--- config.mk ---
export PLATFORM = sky130hd
export DESIGN_NAME = ble_midi_packet_splitter
export DESIGN_NICKNAME = d
export VERILOG_FILES = /design/src/rtl/core/bmps_pkg.sv /design/src/rtl/core/bmps_parser.sv /design/src/rtl/core/bmps_skid.sv /design/src/rtl/core/ble_midi_packet_splitter.sv
export SDC_FILE = /design/constraint.sdc
export NUM_CORES = 1
export LEC_CHECK = 0
export BUFFER_PORTS_ARGS = -buffer_cell sky130_fd_sc_hd__buf_2
export CORE_ASPECT_RATIO = 0.8
export CORE_MARGIN = 4
export CORE_UTILIZATION = 40
export CTS_CLUSTER_SIZE = 12
export DETAILED_ROUTE_END_ITERATION = 12
export GPL_TIMING_DRIVEN = 0
export PLACE_DENSITY = 0.66
export REMOVE_ABC_BUFFERS = 1
export SYNTH_ARGS = -nofsm -noshare
export SYNTH_HDL_FRONTEND = slang
export SYNTH_SLANG_ARGS = --single-unit
--- constraint.sdc ---
create_clock -name clk -period 4.95 [get_ports clk]
set_input_delay 1.2375 -clock clk [delete_from_list [all_inputs] [get_ports clk]]
set_output_delay 1.2375 -clock clk [all_outputs]
set_load 0.005 [all_outputs]
--- src/rtl/core/bmps_pkg.sv ---
// ----------------------------------------------------------------------------
// bmps_pkg
// Types and constants of the BLE MIDI packet splitter.
// ----------------------------------------------------------------------------
package bmps_pkg;

	// Field widths of a beat.
	localparam int BYTE_W = 8;
	localparam int HIGH_W = 6;
	localparam int LOW_W  = 7;
	localparam int TIME_W = HIGH_W + LOW_W;

	// Parser phase.
	typedef enum logic [2:0] {
		PH_HEADER   = 3'd0,
		PH_FIRST_TS = 3'd1,
		PH_AFTER_TS = 3'd2,
		PH_BODY     = 3'd3,
		PH_DROP     = 3'd4
	} phase_t;

	// Role of a result byte.
	typedef enum logic [1:0] {
		ROLE_TIME   = 2'd0,
		ROLE_STATUS = 2'd1,
		ROLE_DATA   = 2'd2,
		ROLE_REJECT = 2'd3
	} role_t;

	// One result beat.
	typedef struct packed {
		logic [BYTE_W-1:0] out_byte;
		logic [TIME_W-1:0] message_time;
		role_t             role;
		logic              packet_end;
	} result_t;

endpackage

--- src/rtl/core/bmps_parser.sv ---
// ----------------------------------------------------------------------------
// bmps_parser
// Phase machine that classifies each packet byte and tracks the timestamp.
// ----------------------------------------------------------------------------
module bmps_parser (
	input  logic                        clk,
	input  logic                        arst_n,
	input  logic                        take,
	input  logic [7:0]                  packet_byte,
	input  logic                        packet_last,
	output logic                        res_valid,
	output bmps_pkg::result_t           res
);
	import bmps_pkg::*;

	phase_t              phase_q, phase_d;
	logic [HIGH_W-1:0]   time_high_q, time_high_d;
	logic [TIME_W-1:0]   cur_time_q, cur_time_d;
	logic                is_data;
	logic [TIME_W-1:0]   new_time;

	assign is_data  = ~packet_byte[BYTE_W-1];
	assign new_time = {time_high_q, packet_byte[LOW_W-1:0]};

	// State registers.
	always_ff @(posedge clk or negedge arst_n) begin
		if (!arst_n) begin
			phase_q     <= PH_HEADER;
			time_high_q <= '0;
			cur_time_q  <= '0;
		end else if (take) begin
			phase_q     <= phase_d;
			time_high_q <= time_high_d;
			cur_time_q  <= cur_time_d;
		end
	end

	// Next phase and the result for the byte at the input.
	always_comb begin
		phase_d            = phase_q;
		time_high_d        = time_high_q;
		cur_time_d         = cur_time_q;
		res_valid          = 1'b0;
		res.out_byte       = packet_byte;
		res.message_time   = cur_time_q;
		res.role           = ROLE_DATA;
		res.packet_end     = packet_last;
		unique case (phase_q)
			PH_FIRST_TS: begin
				res_valid = 1'b1;
				if (is_data) begin
					res.role         = ROLE_REJECT;
					res.message_time = '0;
					phase_d          = PH_DROP;
				end else begin
					cur_time_d       = new_time;
					res.message_time = new_time;
					res.role         = ROLE_TIME;
					phase_d          = PH_AFTER_TS;
				end
			end
			PH_AFTER_TS: begin
				res_valid = 1'b1;
				res.role  = is_data ? ROLE_DATA : ROLE_STATUS;
				phase_d   = PH_BODY;
			end
			PH_BODY: begin
				res_valid = 1'b1;
				if (!is_data) begin
					cur_time_d       = new_time;
					res.message_time = new_time;
					res.role         = ROLE_TIME;
					phase_d          = PH_AFTER_TS;
				end
			end
			PH_DROP: begin
				phase_d = PH_DROP;
			end
			default: begin
				// Header byte; unused phase codes behave the same way.
				if (is_data || packet_last) begin
					res_valid        = 1'b1;
					res.role         = ROLE_REJECT;
					res.message_time = '0;
					phase_d          = PH_DROP;
				end else begin
					time_high_d = packet_byte[HIGH_W-1:0];
					phase_d     = PH_FIRST_TS;
				end
			end
		endcase
		// The last byte of any packet rearms the header search.
		if (packet_last) begin
			phase_d = PH_HEADER;
		end
	end

endmodule

--- src/rtl/core/bmps_skid.sv ---
// ----------------------------------------------------------------------------
// bmps_skid
// Output register with one skid entry, so the input stall is registered.
// ----------------------------------------------------------------------------
module bmps_skid (
	input  logic              clk,
	input  logic              arst_n,
	input  logic              push,
	input  bmps_pkg::result_t push_data,
	output logic              full,
	output logic              out_valid,
	input  logic              out_stall,
	output bmps_pkg::result_t out_data
);
	import bmps_pkg::*;

	logic    out_valid_q, skid_valid_q;
	result_t out_q, skid_q;
	logic    pop, load_out;

	assign pop       = out_valid_q & ~out_stall;
	assign load_out  = ~out_valid_q | pop;
	assign full      = skid_valid_q;
	assign out_valid = out_valid_q;
	assign out_data  = out_q;

	// Occupancy flags.
	always_ff @(posedge clk or negedge arst_n) begin
		if (!arst_n) begin
			out_valid_q  <= 1'b0;
			skid_valid_q <= 1'b0;
		end else if (load_out) begin
			out_valid_q  <= skid_valid_q | push;
			skid_valid_q <= skid_valid_q & push;
		end else if (push) begin
			skid_valid_q <= 1'b1;
		end
	end

	// Beat payload.
	always_ff @(posedge clk) begin
		if (load_out) begin
			if (skid_valid_q) begin
				out_q  <= skid_q;
				skid_q <= push_data;
			end else begin
				out_q <= push_data;
			end
		end else if (push) begin
			skid_q <= push_data;
		end
	end

endmodule

--- src/rtl/core/ble_midi_packet_splitter.sv ---
// ----------------------------------------------------------------------------
// ble_midi_packet_splitter
// Splits BLE MIDI packets into timestamped, role-tagged bytes.
// ----------------------------------------------------------------------------
// Input channel: one packet byte per beat (packet_byte, packet_last), with
// in_valid / in_stall. Output channel: one tagged byte per beat (out_byte,
// message_time, byte_role, packet_end), with out_valid / out_stall.
// The header byte yields no beat unless the packet is rejected there; every
// later byte yields one beat, except the rest of a rejected packet.
// Each beat is registered in the output register, or in the skid entry.
// Throughput: one byte per cycle while in_stall is low, set by the phase machine.
// The output register plus one skid entry let a byte be taken while a result
// waits; in_stall rises only when both are full, and it is a register.
// Reset returns the parser to expecting a header and empties the output.
// While out_stall is high the output beat holds.
// ----------------------------------------------------------------------------
module ble_midi_packet_splitter (
	input  logic        clk,
	input  logic        arst_n,
	input  logic        in_valid,
	output logic        in_stall,
	input  logic [7:0]  packet_byte,
	input  logic        packet_last,
	output logic        out_valid,
	input  logic        out_stall,
	output logic [7:0]  out_byte,
	output logic [12:0] message_time,
	output logic [1:0]  byte_role,
	output logic        packet_end
);
	import bmps_pkg::*;

	logic    take;
	logic    res_valid;
	logic    full;
	result_t res;
	result_t out_data;

	assign in_stall = full;
	assign take     = in_valid & ~full;

	// Phase machine.
	bmps_parser u_parser (
		.clk         (clk),
		.arst_n      (arst_n),
		.take        (take),
		.packet_byte (packet_byte),
		.packet_last (packet_last),
		.res_valid   (res_valid),
		.res         (res)
	);

	// Result register and skid entry.
	bmps_skid u_skid (
		.clk       (clk),
		.arst_n    (arst_n),
		.push      (take & res_valid),
		.push_data (res),
		.full      (full),
		.out_valid (out_valid),
		.out_stall (out_stall),
		.out_data  (out_data)
	);

	assign out_byte     = out_data.out_byte;
	assign message_time = out_data.message_time;
	assign byte_role    = out_data.role;
	assign packet_end   = out_data.packet_end;

endmodule

## Word level (Yosys, flattened, before mapping)

Cells that the tools add are included.

| word-level totals | value |
|---|---|
| output and inout port bits | 26 |
| logic and storage cells | 60 |
| register bits | 72 |
| bits of input ports | 13 |

| cells by class | value |
|---|---|
| reduce and logical (&&, ||, !) cells | 10 |
| bitwise gates (word level) | 12 |
| equal/unequal tests | 6 |
| muxes and demuxes | 19 |

Operators by type and width:

| cell | number |
|---|---|
| 2-to-1 mux 24 bit | 4 |
| 2-to-1 mux 15 bit | 3 |
| one-hot mux 13 bit (3 select lines) | 1 |
| 2-to-1 mux 3 bit | 4 |
| one-hot mux 3 bit (4 select lines) | 1 |
| one-hot mux 2 bit (4 select lines) | 1 |
| == test 3 x 2 -> 1 bit, second input constant | 2 |
| NOT 1 bit | 6 |
| AND reduction 3 bit | 2 |
| AND 1 bit | 4 |
| AND reduction 2 bit | 2 |
| OR reduction 2 bit | 2 |
| OR reduction 4 bit | 1 |
| == test 3 x 1 -> 1 bit, second input constant | 1 |
| == test 3 bit, second input constant | 1 |
| 2-to-1 mux 1 bit | 3 |
| inequality test 3 bit, second input constant | 1 |
| OR reduction 3 bit | 1 |
| 2-to-1 mux 2 bit | 1 |
| inequality test 2 x 1 -> 1 bit, second input constant | 1 |
| bitwise OR 1 bit | 2 |
| one-hot mux 1 bit (2 select lines) | 1 |
| nonzero test 2 bit | 1 |
| logical OR 1 bit | 1 |

## Depth between registers and ports, before layout

Gate-level depths: netlist of run 1.

| logic depth | value |
|---|---|
| word-level depth | 7 |
| mapped depth | 7 |
| depth with buffers taken out | 4 |

## Cells and area by module

Synthesis of run 1 repeated with hierarchy kept, for this count alone.

| unflattened totals | value |
|---|---|
| cells, all modules | 186 |
| area total of the unflattened synthesis | 3104.2 um^2 |

By module, submodules not included:

| module | seq. area each (um^2) | area an instance (um^2) | times used | cells each |
|---|---|---|---|---|
| bmps_skid | 1491.4 | 1904.3 | 1 | 83 |
| bmps_parser | 550.5 | 1184.9 | 1 | 101 |
| ble_midi_packet_splitter | 0.0 | 15.0 | 1 | 2 |

## Least setup slack after synthesis of run 1

Ideal clock, no wire load.

| timing | value |
|---|---|
| path type | input -> register |
| start point | input port out_stall |
| end point | register u_skid.skid_q[0] (netlist name), enable pin |
| path buffers | 0 |
| required time | 4567 ps |
| setup slack | 1970 ps |
| data arrival time | 2598 ps |
| library setup time | 383 ps |
| stages on the path | 2 |
| path through | nand2_1 > a22o_1 |

| between the ends | value |
|---|---|
| longest elaborated chain between the ends | 5 |
| elaborated cells between the ends (all ways) | 6 |
| classes of those cells | 1 x eq/ne; 3 x bitwise; 2 x reduce/logical |

RTL lines:

| element | line | text |
|---|---|---|
| from (decl) | ble_midi_packet_splitter.sv:25 | `input logic out_stall,` |
| NOT 1 bit (*) | bmps_skid.sv:21 | `assign pop = out_valid_q & ~out_stall;` |
| AND 1 bit (*) | bmps_skid.sv:21 |  |
| bitwise OR 1 bit (*) | bmps_skid.sv:22 | `assign load_out = ~out_valid_q \| pop;` |
| inequality test 2 x 1 -> 1 bit (no source line) / nonzero test 2 bit (equally long branches) | - |  |
| AND reduction 2 bit (no source line) (*) | - |  |
| to (signal assigned) | bmps_skid.sv:45 | `skid_q <= push_data;` |
| to (signal assigned) | bmps_skid.sv:50 | `skid_q <= push_data;` |
| to (decl) | bmps_skid.sv:18 | `result_t out_q, skid_q;` |

Mark *: on every way between the ends. The rest lies on a longest branch, timed or not.
A chain may end at the register's enable or synchronous reset.

## Worst setup path after layout of run 1

| timing | value |
|---|---|
| start point | input port out_stall |
| end point | register u_skid.skid_q[5] (netlist name), enable pin |

| between the ends | value |
|---|---|
| longest elaborated chain between the ends | 5 |
| elaborated cells between the ends (all ways) | 6 |
| classes of those cells | 1 x eq/ne; 3 x bitwise; 2 x reduce/logical |

RTL lines:

| element | line | text |
|---|---|---|
| NOT 1 bit (*) | bmps_skid.sv:21 |  |
| AND 1 bit (*) | bmps_skid.sv:21 |  |
| bitwise OR 1 bit (*) | bmps_skid.sv:22 |  |
| named net u_skid.load_out | bmps_skid.sv:19 | `logic pop, load_out;` |
| inequality test 2 x 1 -> 1 bit (no source line) / nonzero test 2 bit (equally long branches) | - |  |
| AND reduction 2 bit (no source line) (*) | - |  |

The timed path passes the listed nets; every way through them passes the cells marked *.

==> results of run 1 <==
## worst max-delay path by stage
stage / cells after the start / from / slack [ns] / to
2_1_floorplan: 2 / out_stall / 1.97 / u_skid.skid_q[0]
3_3_place_gp: 3 / out_stall / 1.24 / u_skid.skid_q[22]
3_5_place_dp: 3 / out_stall / 1.12 / u_skid.skid_q[22]
4_1_cts: 3 / out_stall / 1.50 / u_skid.skid_q[4]
5_1_grt: 4 / out_stall / 1.35 / u_skid.skid_q[5]
6_report: 3 / out_stall / 1.62 / u_skid.skid_q[5]
## layout make-up
type / instances / area, µm² / area share
flip-flops and latches: 72 / 2043 / 0.5682
repair buffers: 38 / 190.2 / 0.05289
inverters: 2 / 7.507 / 0.002088
clock buffers: 9 / 123.9 / 0.03445
clock inverters: 7 / 110.1 / 0.03062
multi-input cells: 152 / 989.7 / 0.2752
well taps: 105 / 131.4 / 0.03653
## state kept, by name, summed over array words and instances, names as in the netlist
signal / count
u_skid.out_data: 24
u_parser.time_high_q: 6
u_parser.cur_time_q: 13
u_skid.skid_q: 24
u_skid.out_valid: 1
u_parser.phase_q: 3
u_skid.full: 1
## metrics by stage
stage | std cells | worst slack, ns | cell area (µm²)
2_1_floorplan | 226 | 1.970 | 3039
5_1_grt | 385 | 1.345 | 3596
3_5_place_dp | 369 | 1.122 | 3361
6_report | 385 | 1.623 | 3596
3_3_place_gp | 369 | 1.236 | 3361
4_1_cts | 385 | 1.501 | 3595
## metal layers
metal / part of all wire / wire length [µm]
met1: 0.47 / 2701
met2: 0.46 / 2611
met3: 0.055 / 316
met4: 0.014 / 82
met5: 0 / 0
## cells by family after synthesis
family / Yosys count
DFF: 72
buffers and inverters: 17
AOI/OAI and AO/OA: 55
and+or+nand+nor: 66
muxes: 28
adders and majority gates: 2
xor gates and xnor gates: 1
## power groups by stage
stage / Clock (mW) / Combinational (mW) / Sequential (mW)
finish: 0.544 / 0.439 / 0.979
global route: 0.582 / 0.500 / 1.00
CTS: 0.556 / 0.449 / 0.980
detailed placement: 0 / 0.448 / 0.991
global placement: 0 / 0.433 / 0.984
floorplan: 0 / 0.286 / 0.976
## cell usage in the layout (no fill, tap or decap), types with 6 or more instances in the layout
| cell | netlist | final |
|---|---|---|
| sky130_fd_sc_hd__a21oi_1 | 31 | 31 |
| sky130_fd_sc_hd__clkbuf_8 | 0 | 9 |
| sky130_fd_sc_hd__nand2_1 | 33 | 33 |
| sky130_fd_sc_hd__edfxtp_1 | 48 | 48 |
| sky130_fd_sc_hd__o21ai_0 | 16 | 16 |
| sky130_fd_sc_hd__nor2b_1 | 13 | 13 |
| sky130_fd_sc_hd__buf_2 | 5 | 38 |
| sky130_fd_sc_hd__nor2_1 | 6 | 6 |
| sky130_fd_sc_hd__mux2_2 | 22 | 22 |
| sky130_fd_sc_hd__dfrtp_1 | 24 | 23 |
| sky130_fd_sc_hd__mux2_4 | 6 | 6 |
## critical path: stages
cell and delay, ns:
sky130_fd_sc_hd__buf_2 0.09, sky130_fd_sc_hd__nand2_1 0.82, sky130_fd_sc_hd__a22o_1 1.11
==> qor.yml, run 1 <==
postSynthRegisterBits: 72
cts.sinks: 72
finalCoreUtilization: 0.4819
critical_path.reg2reg.endpoint: "u_skid.skid_q[5]"
synth_top_family_by_area: "multiplexers"
critPathRequiredTime_ns: 4.91
globalRoute.busiestLayer: "met2"
p_switching_uw: 537.6
ys_dominant_reg_cell: "sky130_fd_sc_hd__edfxtp_1"
worst_hold_startpoint: "u_parser.cur_time_q[5]"
horizontal_die_dimension_um: 106.6
int_pwr_mw: 1.423
n_fill_cell: 679
power.share.sequential: 0.499
yosys.area_share.adder: 0.006439
grt_util_met2: 0.2189
synth_most_common_cell: "sky130_fd_sc_hd__edfxtp_1"
synth_area_leader_cell: "sky130_fd_sc_hd__edfxtp_1"
timing.hold.worst_endpoint: "u_parser.cur_time_q[5]"
timing.critical_path.arrival_ns: 3.28
fin_worst_skew_ns: 0.007178
die_h_um: 86.86
final_min_period_ns: 3.327
h_tree_level_count: 3
r2r_slack_ns: 2.21
worstPathMaxFanout: 28
drt.antenna.violating_nets: 0
finalPower_mw: 1.961
vdd_drop_max_mv: 0.2346
gr-usage-met1: 0.1719
portBuffers: 38
fin_crit_sh: 0.6721
antenna_found_initial: 0
yosys.area_share.xor_xnor: 0.002817
worst-setup-path-type: "input pin to flop"
synth_top_area_share: 0.4636
yosys.area_share.simple: 0.1046
hold_viol_final: 0
hold-path-cell-count: 1
reg2reg_depth: 2
postSynthCellCount: 241
wire_length_of_the_first_global_routing_pass_um: 9722
synth_compound_area_frac: 0.09577
worst_hold_slack_ns: 0.5056
track_usage: 0.1357
path_clk_slew_ns: 0.07
die_area_um2: 9256
p_leak_nw: 1.486
fin_nets: 288
number_of_hold_repair_buffers_added_at_the_cts_stage: 0
synth_cell_type_count: 34
post_cts_buffers: 0
synth_area_um2: 3109
numCtsBuffers: 9
pin_count: 39
drt-pass1-iter-count: 4
power_frac_clock: 0.277
max_slew.worst_pin.slew_ns: 1.230
wl_per_cell_um: 14.84
grtUsageMet3: 0.05486
timing.slew.headroom: 0.1802
antenna_fix_cells: 0
rr_startpoint: "u_skid.out_valid"
yosysWarningCount: 0
synth-seq-area-share: 0.6567
min-delay-path-class: "flop to flop"
report.final.setup_viol: 0
fp.coreArea_um2: 7462
drt_first_iter_violations: 55
cap_violations: 0
globalRouteOverflowTotal: 0
comb_power_share: 0.224
vias_in_the_first_global_route: 1965
netlist_top_cells_count: "sky130_fd_sc_hd__edfxtp_1, sky130_fd_sc_hd__nand2_1, sky130_fd_sc_hd__a21oi_1"
setup_crit_start_kind: "input pin"
post_route_cells_drive_above_1_share: 0.3143
ys_async_sr_fraction: 0.3333
dpl.hpwl_um: 3500
max_freq_mhz: 300.6
cts.path.max_buffers: 2
rsz_0062_raised_after_global_routing: "no"
finalSetupTns_ns: 0
power.density_nw_per_um2: 545.3
syn_to_final_growth_pct: 15.65
floorplan.rows: 28
synthesis.area_per_instance_um2: 12.90
final_estimated_routing_congestion_in_global_placement: 0.7435
post_cts_resize_count: 0
endpoint_kind: "flop"
route.final.wire_length_um: 5712
drv_slew: 0
initial_utilization: 0.4167
muxShareOfSynthArea: 0.1087
outcome: "finished clean"
grt_max_degree: 45
tritoncts_clock_tree: "done"
route.detailed.vias_per_inst: 5.075
later_pin_clock_latency_in_the_skew_report_ns: 0.34
synth_enable_flop_cells: 48
drt_drc_violations_left: 0
synthTopCellsByArea: "sky130_fd_sc_hd__edfxtp_1, sky130_fd_sc_hd__dfrtp_1, sky130_fd_sc_hd__mux2_2, sky130_fd_sc_hd__a21oi_1, sky130_fd_sc_hd__nand2_1"
swShare: 0.2742
clockRootBuffer: "sky130_fd_sc_hd__clkbuf_8"
route.vias.total: 1954
(Power assumes the default switching activity.)
==> run 2: changes to the inputs <==
Settings changed: PLACE_DENSITY 0.66 to 0.68.
Clock period 4.95 ns to 3 ns, I/O delays scaled along.
==> run 2 against run 1 <==
Compared with the run above: largest power group unchanged; worst hold slack worse by 0.12 ns; clock skew increased by 0.00099 ns; first-iteration DRC count grew 31%; clock-buffer cell count grew 1; critical path type is now flop to flop.
==> qor.yml, run 2 (synthesized netlist as in run 1, its figures left out) <==
outcome: "finished clean"
rsz_0062_raised_after_global_routing: "no"
portBuffers: 38
track_usage: 0.1345
power.density_nw_per_um2: 898.9
h_tree_level_count: 3
pin_count: 39
vias_in_the_first_global_route: 1911
route.detailed.vias_per_inst: 5.044
reg2reg_depth: 3
drt.antenna.violating_nets: 0
numPlacedInstances: 369
layout_common_cells: "sky130_fd_sc_hd__edfxtp_1, sky130_fd_sc_hd__buf_2, sky130_fd_sc_hd__nand2_1"
horizontal_die_dimension_um: 106.6
cts.path.max_buffers: 2
route.final.wire_length_um: 5758
timing.critical_path.arrival_ns: 2.68
worst-setup-path-type: "flop to flop"
antenna_fix_cells: 0
endpoint_kind: "flop"
antenna_found_initial: 0
cts.sinks: 72
final_estimated_routing_congestion_in_global_placement: 0.7395
die_area_um2: 9256
initial_utilization: 0.4167
timing.slew.headroom: 0.2070
drv_slew: 0
die_h_um: 86.86
dpl.hpwl_um: 3507
route.vias.total: 1942
final_min_period_ns: 2.462
later_pin_clock_latency_in_the_skew_report_ns: 0.34
globalRouteOverflowTotal: 0
wire_length_of_the_first_global_routing_pass_um: 9618
drt_drc_violations_left: 0
max_freq_mhz: 406.2
hold_viol_final: 0
setup_crit_start_kind: "flop"
min-delay-path-class: "input pin to asynchronous set/reset pin"
vdd_drop_max_mv: 0.3004
critPathRequiredTime_ns: 3.22
number_of_hold_repair_buffers_added_at_the_cts_stage: 0
n_fill_cell: 678
post_route_cells_drive_above_1_share: 0.3143
syn_to_final_growth_pct: 15.77
fp.coreArea_um2: 7462
wl_per_cell_um: 14.96
fin_crit_sh: 0.8205
drt_first_iter_violations: 72
cap_violations: 0
fin_nets: 288
worstPathMaxFanout: 44
path_clk_slew_ns: 0.08
fin_worst_skew_ns: 0.008172
max_slew.worst_pin.slew_ns: 1.187
finalCoreUtilization: 0.4824
tritoncts_clock_tree: "done"
numCtsBuffers: 9
floorplan.rows: 28
grt_max_degree: 45
mostFrequentLayoutCell: "sky130_fd_sc_hd__edfxtp_1"
p_leak_nw: 1.484
drt-pass1-iter-count: 4
clockRootBuffer: "sky130_fd_sc_hd__clkbuf_8"
layoutNonFillerInstCount: 385
report.final.setup_viol: 0
==> run 2: layout make-up <==
| cell class | count | area (µm²) | share of cell area |
|---|---|---|---|
| multi-input combinational | 152 | 991.0 | 0.2753 |
| clock buffer | 10 | 127.6 | 0.03545 |
| clock inverter | 6 | 108.9 | 0.03024 |
| inverter | 2 | 7.507 | 0.002086 |
| timing repair buffer | 38 | 190.2 | 0.05283 |
| sequential | 72 | 2043 | 0.5676 |
| tap | 105 | 131.4 | 0.03650 |
==> run 2: repair_timing <==
action | in CTS | in global routing
setup buffers | 0 | 0
gates resized for setup | 0 | 1
setup endpoints to repair | 0 | 24
==> run 2: path summary, 6_finish.rpt <==
kind                       slack [ns]                      end                   start
setup / recovery                 0.54  u_parser.cur_time_q[12]             u_skid.full
hold / removal                   0.39      u_parser.phase_q[1]                  arst_n
setup reg to reg                 0.54  u_parser.cur_time_q[12]             u_skid.full
hold reg to reg                  0.50   u_parser.cur_time_q[0]  u_parser.cur_time_q[0]
max in group asynchronous        2.19              u_skid.full                  arst_n
min in group clk                 0.50   u_parser.cur_time_q[0]  u_parser.cur_time_q[0]
==> run 2: where the power goes <==
part | total [mW] | switching (mW) | internal [mW]
Sequential | 1.61 | 0.162 | 1.45
Clock | 0.902 | 0.351 | 0.551
Combinational | 0.723 | 0.370 | 0.353
==> run 2: metal layers <==
metal	vias up	wire, µm	track usage
li1	937	-	-
met1	951	2601	0.1728
met2	42	2702	0.2137
met3	12	371	0.04818
met4	0	83	0.04530
met5	-	0	0
==> run 2: through the flow <==
step	area (µm²)	hold WS (ns)	power, mW	setup TNS, ns	setup WS, ns
6_report	3600	0.3874	3.236	0	0.5384
4_1_cts	3597	0.4024	3.279	0	0.06904
2_1_floorplan	3039	0.4544	2.082	0	0.5072
3_3_place_gp	3361	0.4826	2.335	-4.887	-0.2046
3_5_place_dp	3361	0.4888	2.371	-7.056	-0.2948
5_1_grt	3600	0.4108	3.442	0	0.2947
==> run 2: critical path, stage by stage (launching register included) <==
cell	delay, ns
sky130_fd_sc_hd__dfrtp_2	0.68
sky130_fd_sc_hd__nand3b_1	0.32
sky130_fd_sc_hd__nor3b_2	0.92
sky130_fd_sc_hd__mux2_2	0.42
==> run 3: changes to the inputs <==
Clock period 3 ns to 2.05 ns, I/O delays scaled along.
==> run 3 against run 2 <==
Compared with the run above: via count about the same; wire length up 0.80%; die area did not move; register-to-register slack worse by 0.42 ns; largest cell class unchanged; highest routed layer unchanged.
==> qor.yml, run 3 (synthesized netlist as in run 1, its figures left out) <==
outcome: "finished clean"
dpl.hpwl_um: 3507
initial_utilization: 0.4167
fin_crit_sh: 0.9407
power.density_nw_per_um2: 1305
crit_path_start: "u_skid.full"
rsz_0062_raised_after_global_routing: "no"
hold_viol_final: 0
final_estimated_routing_congestion_in_global_placement: 0.7395
setup_slack_ns: 0.1216
setup_crit_start_kind: "flop"
layout_common_cells: "sky130_fd_sc_hd__edfxtp_1, sky130_fd_sc_hd__buf_2, sky130_fd_sc_hd__nand2_1"
max_slew.worst_pin.slew_ns: 0.6756
tritoncts_clock_tree: "done"
numCtsBuffers: 9
grt_max_degree: 45
route.vias.total: 1941
drt_drc_violations_left: 0
clockRootBuffer: "sky130_fd_sc_hd__clkbuf_8"
h_tree_level_count: 3
wirelength_met1_um: 2558
worst-setup-path-type: "flop to flop"
drt.antenna.violating_nets: 0
p_leak_nw: 1.507
cts.path.max_buffers: 2
die_area_um2: 9256
worstPathMaxFanout: 44
drv_slew: 0
critPathRequiredTime_ns: 2.27
path_clk_slew_ns: 0.08
wl_met3_um: 412
rr_startpoint: "u_skid.full"
endpoint_kind: "flop"
max_freq_mhz: 518.6
r2r_slack_ns: 0.12
min-delay-path-class: "input pin to asynchronous set/reset pin"
timing.slew.headroom: 0.5480
globalRouteOverflowTotal: 0
antenna_found_initial: 0
track_usage: 0.1361
syn_to_final_growth_pct: 17.34
critPathCapture: "u_parser.time_high_q[5]"
timing.critical_path.arrival_ns: 2.15
wl_per_cell_um: 15.04
floorplan.rows: 28
drt_first_iter_violations: 67
postLayoutCellArea_um2: 3649
dpl_worst_slack_ns: -1.007
post_route_cells_drive_above_1_share: 0.3310
critical_path.reg2reg.endpoint: "u_parser.time_high_q[5]"
routed-wl-met2_um: 2749
placed_area_um2: 3361
route.detailed.vias_per_inst: 5.028
horizontal_die_dimension_um: 106.6
final_min_period_ns: 1.928
die_h_um: 86.86
report.final.setup_viol: 0
drt-pass1-iter-count: 4
vdd_drop_max_mv: 0.4358
fin_nets: 289
vias_in_the_first_global_route: 1923
cap_violations: 0
mostFrequentLayoutCell: "sky130_fd_sc_hd__edfxtp_1"
pin_count: 39
wire_length_of_the_first_global_routing_pass_um: 9708
fin_worst_skew_ns: 0.008612
reg2reg_depth: 3
fp.coreArea_um2: 7462
route.final.wire_length_um: 5804
later_pin_clock_latency_in_the_skew_report_ns: 0.34
routed.top_layer: "met4"
cts.sinks: 72
antenna_fix_cells: 0
portBuffers: 38
==> run 3: changes by cell type in the layout (fill, tap and decap cells not counted), sizes merged <==
cell / before / now
buf: 38 / 39
==> run 3: repair_timing <==
action,4_1_cts,5_1_grt
buffers inserted,1,0
hold buffers,0,0
cloned,0,0
pin swaps,1,1
gates resized for setup,9,0
setup endpoints to repair,57,11
==> run 3: report_power, final <==
group / internal, mW / switching (mW) / total (mW)
Combinational: 0.530 / 0.550 / 1.08
Clock: 0.806 / 0.511 / 1.32
Sequential: 2.12 / 0.244 / 2.36
Total: 3.46 / 1.30 / 4.76
==> run 3: how the worst min path moves through the flow <==
stage	from	endpoint	slack [ns]
global placement	u_parser.cur_time_q[11]	u_parser.cur_time_q[11]	0.48
CTS	arst_n	u_parser.time_high_q[2]	0.16
global route	arst_n	u_parser.time_high_q[2]	0.17
detailed placement	u_parser.cur_time_q[0]	u_parser.cur_time_q[0]	0.49
floorplan	arst_n	u_parser.cur_time_q[0]	0.22
finish	arst_n	u_parser.phase_q[1]	0.15
==> run 3: area by class of cell <==
| type | instances | area, µm² |
|---|---|---|
| fillers | 677 | 3814 |
| flip-flops and latches | 72 | 2046 |
| multi-input cells | 152 | 1017 |
| repair buffers | 39 | 210.2 |
| well taps | 105 | 131.4 |
| clock buffers | 10 | 127.6 |
| clock inverters | 6 | 108.9 |
| inverters | 2 | 7.507 |
==> run 3: worst max-delay path: stages (launching register included) <==
cell                       delay (ns)
sky130_fd_sc_hd__dfrtp_4         0.67
sky130_fd_sc_hd__nand3b_1        0.32
sky130_fd_sc_hd__or3_4           0.50
sky130_fd_sc_hd__mux2_4          0.32
==> run 3: metrics by stage <==
stage	util	setup TNS, ns	instances	hold slack, ns	power, mW
2_1_floorplan	-	-6.176	226	0.2169	3.047
3_5_place_dp	0.4504	-41.16	369	0.4888	3.470
5_1_grt	0.4889	0	386	0.1733	5.064
3_3_place_gp	0.4504	-38.11	369	0.4826	3.418
6_report	0.4889	0	386	0.1532	4.760
4_1_cts	0.4889	0	386	0.1649	4.823
==> run 3: layer usage <==
| metal | vias to the layer above | track usage |
|---|---|---|
| met5 | - | 0 |
| met4 | 0 | 0.04530 |
| met3 | 10 | 0.04818 |
| met2 | 52 | 0.2160 |
| met1 | 946 | 0.1757 |
| li1 | 933 | - |
